### src/hdl/ssmd_pkg.sv
// Package for the multiplexed seven-segment driver.
// Digit type, register indexes and the gfedcba glyph table. No dependencies.
package ssmd_pkg;

    typedef logic [3:0] t_digit;
    typedef logic [1:0] t_cfg_index;

    localparam t_cfg_index CFG_DIGITS_IN_USE = 2'd0;
    localparam t_cfg_index CFG_COMMON_ANODE  = 2'd1;
    localparam t_cfg_index CFG_DWELL_TICKS   = 2'd2;

    localparam logic [3:0]  RST_DIGITS_IN_USE = 4'd4;
    localparam logic [15:0] RST_DWELL_TICKS   = 16'd10;

    // gfedcba, bit 0 is segment a; codes above nine are blank
    function automatic logic [6:0] f_glyph(input t_digit d);
        logic [6:0] g;
        unique case (d)
            4'd0:    g = 7'h3F;
            4'd1:    g = 7'h06;
            4'd2:    g = 7'h5B;
            4'd3:    g = 7'h4F;
            4'd4:    g = 7'h66;
            4'd5:    g = 7'h6D;
            4'd6:    g = 7'h7D;
            4'd7:    g = 7'h07;
            4'd8:    g = 7'h7F;
            4'd9:    g = 7'h6F;
            default: g = 7'h00;
        endcase
        return g;
    endfunction

endpackage

### src/hdl/ssmd_bcd_conv.sv
// Bit-serial binary to BCD converter (shift and add-3), one bit per cycle.
// Keeps the lowest DIGITS decimal digits. Depends on ssmd_pkg.
module ssmd_bcd_conv #(
    parameter int DIGITS = 8
) (
    input  logic                  i_clk,
    input  logic                  i_rst_n,
    input  logic                  i_start,
    input  logic [31:0]           i_mag,
    output logic                  o_done,
    output ssmd_pkg::t_digit      o_digits [DIGITS]
);
    import ssmd_pkg::*;

    logic        r_busy;
    logic        r_done;
    logic [4:0]  r_cnt;
    logic [31:0] r_mag;
    t_digit      r_bcd [DIGITS];
    t_digit      adj   [DIGITS];
    t_digit      n_bcd [DIGITS];

    always_comb begin
        for (int i = 0; i < DIGITS; i++) begin
            adj[i] = (r_bcd[i] >= 4'd5) ? r_bcd[i] + 4'd3 : r_bcd[i];
        end
        n_bcd[0] = {adj[0][2:0], r_mag[31]};
        for (int i = 1; i < DIGITS; i++) begin
            n_bcd[i] = {adj[i][2:0], adj[i-1][3]};
        end
    end

    always_ff @(posedge i_clk) begin
        if (!i_rst_n) begin
            r_busy <= 1'b0;
            r_done <= 1'b0;
            r_cnt  <= '0;
        end else begin
            r_done <= 1'b0;
            if (i_start) begin
                r_busy <= 1'b1;
                r_cnt  <= '0;
            end else if (r_busy) begin
                r_cnt <= r_cnt + 5'd1;
                if (r_cnt == 5'd31) begin
                    r_busy <= 1'b0;
                    r_done <= 1'b1;
                end
            end
        end
    end

    always_ff @(posedge i_clk) begin
        if (i_start) begin
            r_mag <= i_mag;
            for (int i = 0; i < DIGITS; i++) begin
                r_bcd[i] <= '0;
            end
        end else if (r_busy) begin
            r_mag <= {r_mag[30:0], 1'b0};
            r_bcd <= n_bcd;
        end
    end

    assign o_done   = r_done;
    assign o_digits = r_bcd;

endmodule

### src/hdl/seven_segment_mux_driver_core.sv
// Multiplexed seven-segment driver: digit store, scan/dwell control, output register.
// Path from input transfer to o_m_axis_tvalid: a tick goes through r_pend and the output register,
// a load through the bit-serial BCD conversion, the store update and the output register.
// Input is accepted only in S_IDLE with no result pending; a result waits in the output register.
// Synchronous active-low reset: digits 4, common cathode, dwell 10, store zero, scan 0.
// Depends on ssmd_pkg and ssmd_bcd_conv.
module seven_segment_mux_driver_core #(
    parameter int MAX_DIGIT_COUNT = 8
) (
    input  logic                       i_clk,
    input  logic                       i_rst_n,
    input  logic                       i_s_axis_tvalid,
    output logic                       o_s_axis_tready,
    input  logic [31:0]                i_s_axis_tdata,  // value[31:0]
    input  logic                       i_s_axis_tuser,  // mode
    output logic                       o_m_axis_tvalid,
    input  logic                       i_m_axis_tready,
    // segment_lines[6:0], digit_lines[14:7], active_digit[17:15], zero pad
    output logic [23:0]                o_m_axis_tdata,
    input  logic                       i_cfg_valid,
    output logic                       o_cfg_ready,
    input  ssmd_pkg::t_cfg_index       i_cfg_index,
    input  logic [15:0]                i_cfg_data
);
    import ssmd_pkg::*;

    localparam int SW = (MAX_DIGIT_COUNT > 1) ? $clog2(MAX_DIGIT_COUNT) : 1;

    typedef enum logic {S_IDLE, S_CONV} t_state;

    t_state      r_state;
    logic        r_pend;
    logic [3:0]  r_digits_in_use;
    logic        r_common_anode;
    logic [15:0] r_dwell_ticks;
    logic [SW-1:0] r_scan;
    logic [15:0] r_dwell;
    t_digit      r_store [MAX_DIGIT_COUNT];
    logic        r_out_valid;
    logic [23:0] r_out_data;

    logic        in_xfer;
    logic        out_load;
    logic [3:0]  count;
    logic [SW-1:0] eff_scan;
    logic [15:0] dwell_lim;
    logic [15:0] n_dwell;
    logic        advance;
    logic [3:0]  scan_inc;
    logic [SW-1:0] n_scan;
    logic [31:0] mag;
    logic        conv_done;
    t_digit      conv_digits [MAX_DIGIT_COUNT];
    logic [6:0]  segs;
    logic [7:0]  onehot;
    logic [7:0]  lines;

    assign o_s_axis_tready = (r_state == S_IDLE) && !r_pend;
    assign in_xfer         = i_s_axis_tvalid && o_s_axis_tready;
    assign o_cfg_ready     = 1'b1;
    assign out_load        = r_pend && (!r_out_valid || i_m_axis_tready);

    always_comb begin
        if (r_digits_in_use == 4'd0) begin
            count = 4'd1;
        end else if (r_digits_in_use > 4'(MAX_DIGIT_COUNT)) begin
            count = 4'(MAX_DIGIT_COUNT);
        end else begin
            count = r_digits_in_use;
        end
        eff_scan  = (4'(r_scan) >= count) ? '0 : r_scan;
        dwell_lim = (r_dwell_ticks == 16'd0) ? 16'd1 : r_dwell_ticks;
        n_dwell   = r_dwell + 16'd1;
        advance   = n_dwell >= dwell_lim;
        scan_inc  = 4'(eff_scan) + 4'd1;
        if (!advance) begin
            n_scan = eff_scan;
        end else if (scan_inc >= count) begin
            n_scan = '0;
        end else begin
            n_scan = SW'(scan_inc);
        end
        mag = i_s_axis_tdata[31] ? (32'd0 - i_s_axis_tdata) : i_s_axis_tdata;
    end

    ssmd_bcd_conv #(
        .DIGITS (MAX_DIGIT_COUNT)
    ) u_conv (
        .i_clk    (i_clk),
        .i_rst_n  (i_rst_n),
        .i_start  (in_xfer && !i_s_axis_tuser),
        .i_mag    (mag),
        .o_done   (conv_done),
        .o_digits (conv_digits)
    );

    always_comb begin
        segs = f_glyph(r_store[r_scan]);
        if (r_common_anode) begin
            segs = ~segs;
        end
        for (int j = 0; j < 8; j++) begin
            onehot[j] = (4'(r_scan) == 4'(j));
        end
        lines = r_common_anode ? onehot : ~onehot;
    end

    always_ff @(posedge i_clk) begin
        if (!i_rst_n) begin
            r_state         <= S_IDLE;
            r_pend          <= 1'b0;
            r_digits_in_use <= RST_DIGITS_IN_USE;
            r_common_anode  <= 1'b0;
            r_dwell_ticks   <= RST_DWELL_TICKS;
            r_scan          <= '0;
            r_dwell         <= '0;
            r_out_valid     <= 1'b0;
            for (int i = 0; i < MAX_DIGIT_COUNT; i++) begin
                r_store[i] <= '0;
            end
        end else begin
            if (i_cfg_valid) begin
                unique case (i_cfg_index)
                    CFG_DIGITS_IN_USE: r_digits_in_use <= i_cfg_data[3:0];
                    CFG_COMMON_ANODE:  r_common_anode  <= i_cfg_data[0];
                    CFG_DWELL_TICKS:   r_dwell_ticks   <= i_cfg_data;
                    default: ;
                endcase
            end

            unique case (r_state)
                S_IDLE: begin
                    if (in_xfer) begin
                        if (i_s_axis_tuser) begin
                            r_scan  <= n_scan;
                            r_dwell <= advance ? 16'd0 : n_dwell;
                            r_pend  <= 1'b1;
                        end else begin
                            r_scan  <= eff_scan;
                            r_state <= S_CONV;
                        end
                    end
                end
                S_CONV: begin
                    if (conv_done) begin
                        for (int i = 0; i < MAX_DIGIT_COUNT; i++) begin
                            if (4'(i) < count) begin
                                r_store[i] <= conv_digits[i];
                            end
                        end
                        r_pend  <= 1'b1;
                        r_state <= S_IDLE;
                    end
                end
                default: r_state <= S_IDLE;
            endcase

            if (out_load) begin
                r_out_valid <= 1'b1;
                r_pend      <= 1'b0;
            end else if (i_m_axis_tready) begin
                r_out_valid <= 1'b0;
            end
        end
    end

    always_ff @(posedge i_clk) begin
        if (out_load) begin
            r_out_data <= {6'd0, 3'(r_scan), lines, segs};
        end
    end

    assign o_m_axis_tvalid = r_out_valid;
    assign o_m_axis_tdata  = r_out_data;

endmodule
### config.mk
export PLATFORM = sky130hd
export DESIGN_NAME = seven_segment_mux_driver_core
export DESIGN_NICKNAME = d
export VERILOG_FILES = /design/src/hdl/ssmd_pkg.sv /design/src/hdl/ssmd_bcd_conv.sv /design/src/hdl/seven_segment_mux_driver_core.sv
export SDC_FILE = /design/constraint.sdc
export NUM_CORES = 1
export LEC_CHECK = 0
export BUFFER_PORTS_ARGS = -buffer_cell sky130_fd_sc_hd__buf_2
export CAP_MARGIN = 20
export CORE_MARGIN = 2
export CORE_UTILIZATION = 49
export CTS_CLUSTER_DIAMETER = 150
export DETAILED_ROUTE_END_ITERATION = 10
export PLACE_DENSITY = 0.66
export SYNTH_ARGS = -nofsm -noshare
export SYNTH_HDL_FRONTEND = slang
export SYNTH_HIERARCHICAL = 1
export SYNTH_SLANG_ARGS = --single-unit
### constraint.sdc
create_clock -name i_clk -period 6.53 [get_ports i_clk]
set_input_delay 0.9795 -clock i_clk [delete_from_list [all_inputs] [get_ports i_clk]]
set_output_delay 0.9795 -clock i_clk [all_outputs]
set_load 0.02 [all_outputs]
==> out/metrics.csv, run 1 <==
metric,value,unit
power_density,270,nW/µm²
final_cell_mix,"nand2_1 (97), dfxtp_1 (84), edfxtp_1 (82)",
routed_wl,19000,µm
synthArstFlopShare,0,%
cts.sink_count,167,
synth_top_family_by_area,simple AND/OR/NAND/NOR gates,
tritoncts,done,
synth_cells,968,
synth_top_cell_by_area,edfxtp_1,
synth_xor_area_share,5.95,%
via_count,7023,
path_clk_slew,0.06,ns
start_util,50.2,%
synth-simple-area-share,18.3,%
clkLatencyLatePin,0.43,ns
drt_iter0_markers,377,
overflow,0,
arrival,4.15,ns
fillers,1680,
syn_area,9420,µm²
htree_levels,4,
path_class,reg2reg,
grt_max_degree,49,
fin_util,56.0,%
synthAdderAreaFrac,6.51,%
p_leak,3.97,nW
multiInputGateArea,4850,µm²
fin_crit,3.82,ns
drv_slew,0,
antenna-diode-count,0,
report.final.hold_viol_count,0,
startpoint_type,flip-flop,
vias_per_cell,5.53,
nets,1128,
required,6.86,ns
setup_viol,0,
ios,83,
layout_commonest_cell,nand2_1,
synth_area_leaders,"edfxtp_1 (26%), dfxtp_1 (18%), ha_1 (6.5%)",
drive_gt1_share,15.5,%
grt_pass1_vias,6714,
dp_hpwl,13700,µm
cts_hold_buffers,0,
skew,0.0115,ns
antenna_found_initial,0,
synth-edff-count,82,
cp_max_fo,10,
antenna_left,0,
io_buffers,75,
ys_seq_elements,167,
tightest_slew,0.884,ns
yosysSeqAreaShare,44.2,%
cts_buffer_depth,2,
rsz0062_at_grt,no,
period_share,58.5,%
area_delta_synth_final,11.7,%
seqCellArea,4170,µm²
dieArea,20300,µm²
fin_setup_tns,0,ns
cts_root_buf,clkbuf_16,
core,18800,µm²
cts_resized,0,
relSlewSlack,41.0,%
ys.flop_type,dfxtp_1,
ys_warn_count,6,
max_freq,262,MHz
die_x,143,µm
place_congestion,0.836,
crit_path_end_kind,flip-flop,
fp.dieH,143,µm
grt_pass1_wl,32500,µm
drv_cap,0,
status,finished clean,
post_cts_buffers,0,
route.detailed.drc,0,
track_usage,20.0,%
avgSynthCellArea,9.73,µm²
hp-class,reg2reg,
routedWlPerCell,14.9,µm
vdd_ir_drop_max,0.000171,V
numCtsBuffers,17,
synth_cell_types,73,
rows,50,
synth-compound-area-share,13.0,%
dr.pass1.iters,5,
synth_mux_area_share,7.35,%
synth_top_area_share,26.1,%
[layer usage]
metal | wire, µm | vias to the layer above | global-route usage (%)
met5 | 0 | - | 0
met4 | 257 | 0 | 5.37
met3 | 635 | 21 | 4.36
met2 | 8990 | 122 | 33.2
met1 | 9110 | 3300 | 26.5
li1 | - | 3580 | -
[power by group]
part           leakage, nW  switching [mW]  total, mW  internal, mW
registers             1.48           0.114       1.33          1.22
logic                 2.20           0.267      0.481         0.214
clock network        0.292           0.392       1.03         0.633
[cells in the mapped netlist (5+ instances only)]
cell type / count
a21o_1: 7
a21oi_1: 50
a22o_1: 10
a31oi_1: 5
and2_1: 36
and3_1: 12
buf_2: 13
buf_4: 7
clkbuf_1: 25
dfxtp_1: 85
edfxtp_1: 82
ha_1: 49
inv_1: 53
mux2_2: 33
mux2i_1: 14
nand2_1: 97
nand2b_1: 20
nand3_1: 30
nand3b_1: 7
nand4_1: 14
nor2_1: 46
nor2b_1: 9
nor3_1: 23
nor4_1: 8
o211ai_1: 7
o21ai_0: 62
o21ai_1: 5
o22ai_1: 8
o31ai_1: 7
o32ai_1: 13
or3_1: 7
xnor2_1: 47
xor2_1: 17
[metrics by stage]
stage / total power, mW / hold WS (ns) / instance area [µm²] / worst slack, ns / cells
2_1_floorplan: 1.69 / 0.406 / 9440 / 3.19 / 973
3_3_place_gp: 1.82 / 0.456 / 9910 / 2.77 / 1238
3_5_place_dp: 1.83 / 0.466 / 9910 / 2.79 / 1238
4_1_cts: 2.86 / 0.476 / 10500 / 2.76 / 1270
5_1_grt: 2.99 / 0.486 / 10500 / 2.47 / 1270
6_report: 2.84 / 0.476 / 10500 / 2.71 / 1270
[final cells by class]
| cell class | instances | share of cell area, % |
|---|---|---|
| Multi-Input combinational cell | 704 | 46.1 |
| Clock buffer | 25 | 4.62 |
| Timing Repair Buffer | 79 | 3.85 |
| Inverter | 54 | 1.93 |
| Tap cell | 234 | 2.78 |
| Sequential cell | 167 | 39.6 |
| Clock inverter | 7 | 1.14 |
[registers in the layout, indices dropped and copies added, names as in the netlist, 3 cells and up, named ones only]
| name | count |
|---|---|
| r_dwell_ticks | 16 |
| r_scan | 3 |
| u_conv/o_digits | 32 |
| o_m_axis_tdata | 18 |
| u_conv/r_cnt | 5 |
| r_store | 32 |
| r_dwell | 16 |
| r_digits_in_use | 4 |
| u_conv/r_mag | 32 |
[worst max-delay path, cell delays in order (launching register included)]
cell and delay [ns]:
dfxtp_1 0.52, nor2_1 0.09, nor2_1 0.09, nor2_1 0.06, ha_1 0.29, nand2b_1 0.09
a211oi_1 0.06, nor3_1 0.55, nor2_1 0.15, ha_1 0.27, xnor2_1 0.18, ha_1 0.25
or2_2 0.27, a21oi_1 0.18, o21ai_0 0.20, o31a_1 0.31, o211ai_1 0.19
[worst paths after layout]
path                           start          endpoint  cells after the start  slack [ns]
setup / recovery  r_digits_in_use[1]         flip-flop                     16        2.71
hold / removal      r_dwell_ticks[6]  r_dwell_ticks[6]                      2        0.48
setup reg to reg  r_digits_in_use[1]         flip-flop                     16        2.71
hold reg to reg     r_dwell_ticks[6]  r_dwell_ticks[6]                      2        0.48
[cell families (layout without fill, tap and decap cells)]
group / after synthesis / after routing
flops: 167 / 167
mux: 55 / 55
fa+ha+maj: 49 / 49
buf+inv: 102 / 165
compound gates: 196 / 196
simple gates: 333 / 333
xor+xnor: 64 / 64
other cells: 2 / 7
(Power assumes the default switching activity.)
==> run 2, diff against run 1 <==
--- a/config.mk
+++ b/config.mk
@@ -11,7 +11,7 @@
 export CORE_UTILIZATION = 49
 export CTS_CLUSTER_DIAMETER = 150
 export DETAILED_ROUTE_END_ITERATION = 10
-export PLACE_DENSITY = 0.66
+export PLACE_DENSITY = 0.68
 export SYNTH_ARGS = -nofsm -noshare
 export SYNTH_HDL_FRONTEND = slang
 export SYNTH_HIERARCHICAL = 1
==> constraint.sdc (replaced) <==
create_clock -name i_clk -period 3.3 [get_ports i_clk]
set_input_delay 0.495 -clock i_clk [delete_from_list [all_inputs] [get_ports i_clk]]
set_output_delay 0.495 -clock i_clk [all_outputs]
set_load 0.02 [all_outputs]
==> out/metrics.csv, run 2 (synthesis gave the netlist of run 1 again) <==
metric,value,unit,change
via_count,7104,,+1.2%
crit_buf_inv,1,,+1
layout_commonest_cell,nand2_1,,
antenna_found_initial,0,,unchanged
cts_hold_buffers,0,,unchanged
crit_slowest_cell,dfxtp_2,,
p_leak,4.11,nW,+3.5%
drv_slew,0,,unchanged
core,18800,µm²,unchanged
route.detailed.drc,0,,unchanged
drive_gt1_share,19.3,%,+3.8 points
crit_path_end_kind,flip-flop,,
numCtsBuffers,17,,unchanged
tritoncts,done,,
max_freq,312,MHz,+19%
antenna_left,0,,unchanged
ios,83,,unchanged
nets,1153,,+2.2%
fin_crit,3.20,ns,-0.614 ns
status,finished clean,,
cp_max_fo,9,,-1
dr.pass1.iters,5,,unchanged
final_area,10700,µm²,+2.1%
period_share,97.1,%,+39 points
startpoint_type,flip-flop,,
die_x,143,µm,unchanged
crit_chain,"buf_4, nand2_1, ha_1, a211oi_2, nor3_2, nor2_2, ha_2, xnor2_2, ha_1, or2_2, a21oi_2, o21ai_2, o31a_1, o211ai_1",,
clkLatencyLatePin,0.42,ns,about the same
cts_root_buf,clkbuf_16,,
drv_cap,0,,unchanged
place_congestion,0.832,,-0.44%
antenna-diode-count,0,,unchanged
cts_buffer_depth,2,,unchanged
rows,50,,unchanged
final_cell_mix,"nand2_1 (97), edfxtp_1 (82), dfxtp_1 (80)",,
io_buffers,75,,unchanged
vias_per_cell,5.49,,-0.80%
required,3.62,ns,-3.24 ns
grt_max_degree,62,,+27%
grt_pass1_vias,6812,,+1.5%
path_class,reg2reg,,
hp-class,in2reg,,
overflow,0,,unchanged
track_usage,20.1,%,+0.083 points
path_delay_family,compound AO/OA/AOI/OAI gates,,
grt_pass1_wl,32800,µm,+1.0%
skew,0.0128,ns,+0.00127 ns
dp_hpwl,13900,µm,+1.3%
routedWlPerCell,15.1,µm,+1.3%
dieArea,20300,µm²,unchanged
cts.sink_count,167,,unchanged
vdd_ir_drop_max,0.000375,V,+120%
path_common_cell,ha_1,,
power_density,503,nW/µm²,+86%
htree_levels,4,,unchanged
routed_wl,19600,µm,+3.3%
start_util,50.2,%,unchanged
area_delta_synth_final,14.1,%,
path_clk_slew,0.06,ns,about the same
max_stage_delay,0.33,ns,-0.22 ns
tightest_slew,0.976,ns,+0.0921 ns
drt_iter0_markers,401,,+6.4%
relSlewSlack,34.8,%,-6.2 points
report.final.hold_viol_count,0,,unchanged
arrival,3.53,ns,-0.62 ns
dpl_cell_area,10100,µm²,+1.8%
power,5.40,mW,+90%
fp.dieH,143,µm,unchanged
setup_viol,0,,unchanged
[run 2: cell types whose count changed in the layout (fill, tap and decap cells not counted), sizes merged]
cell,change
buf,+25
bufinv,-3
clkinv,+3
clkbuf,-2
clkinvlp,+2
[run 2: worst register-to-register path: stages, from the launching register on]
cell	delay [ns]
dfxtp_2	0.33
buf_4	0.15
nand2_1	0.13
ha_1	0.32
a211oi_2	0.07
nor3_2	0.30
nor2_2	0.09
ha_2	0.22
xnor2_2	0.16
ha_1	0.24
or2_2	0.28
a21oi_2	0.16
o21ai_2	0.11
o31a_1	0.33
o211ai_1	0.23
[run 2: metrics by stage]
step | setup TNS [ns] | setup WS (ns) | hold slack [ns] | instances | util [%]
global placement | 0 | 0.103 | 0.453 | 1259 | 53.8
CTS | 0 | 0.00556 | 0.298 | 1291 | 56.6
global route | -0.0848 | -0.0417 | 0.304 | 1295 | 57.2
detailed placement | -0.125 | -0.0624 | 0.464 | 1259 | 53.8
finish | 0 | 0.0965 | 0.312 | 1295 | 57.2
floorplan | 0 | 0.0483 | 0.406 | 973 | -
[run 2: routing by layer]
metal	part of all wire (%)	wire length (µm)	vias to the layer above	track usage, %
li1	-	-	3627	-
met1	48	9380	3318	26.6
met2	47	9280	132	33.1
met3	3.3	638	27	4.33
met4	1.6	317	0	5.99
met5	0	0	-	0
[run 2: cell type report]
| cell class | count | area, µm² |
|---|---|---|
| clock buffer | 23 | 478 |
| clock inverter | 9 | 55.1 |
| fill | 1630 | 8020 |
| inverter | 54 | 203 |
| multi-input combinational | 704 | 4940 |
| sequential | 167 | 4170 |
| tap | 234 | 293 |
| timing repair buffer | 104 | 606 |
[run 2: worst paths after layout]
kind	from	end	slack (ns)	depth (start not counted)
max	r_digits_in_use[1]	flip-flop	0.1	14
min	i_cfg_data[8]	r_dwell_ticks[8]	0.31	3
max reg2reg	r_digits_in_use[1]	flip-flop	0.1	14
min reg2reg	r_dwell_ticks[0]	r_dwell_ticks[0]	0.47	2
[run 2: repair_timing]
item	4_1_cts	5_1_grt
setup endpoints to repair	2	18
gates cloned	0	0
buffers inserted	0	4
resized for setup	4	18
pin swaps	0	12
[run 2: report_power, final]
part	total (mW)	switching (mW)	internal [mW]
clock	1.80	0.781	1.02
combinational	0.982	0.536	0.445
sequential	2.63	0.216	2.41
total	5.40	1.53	3.87
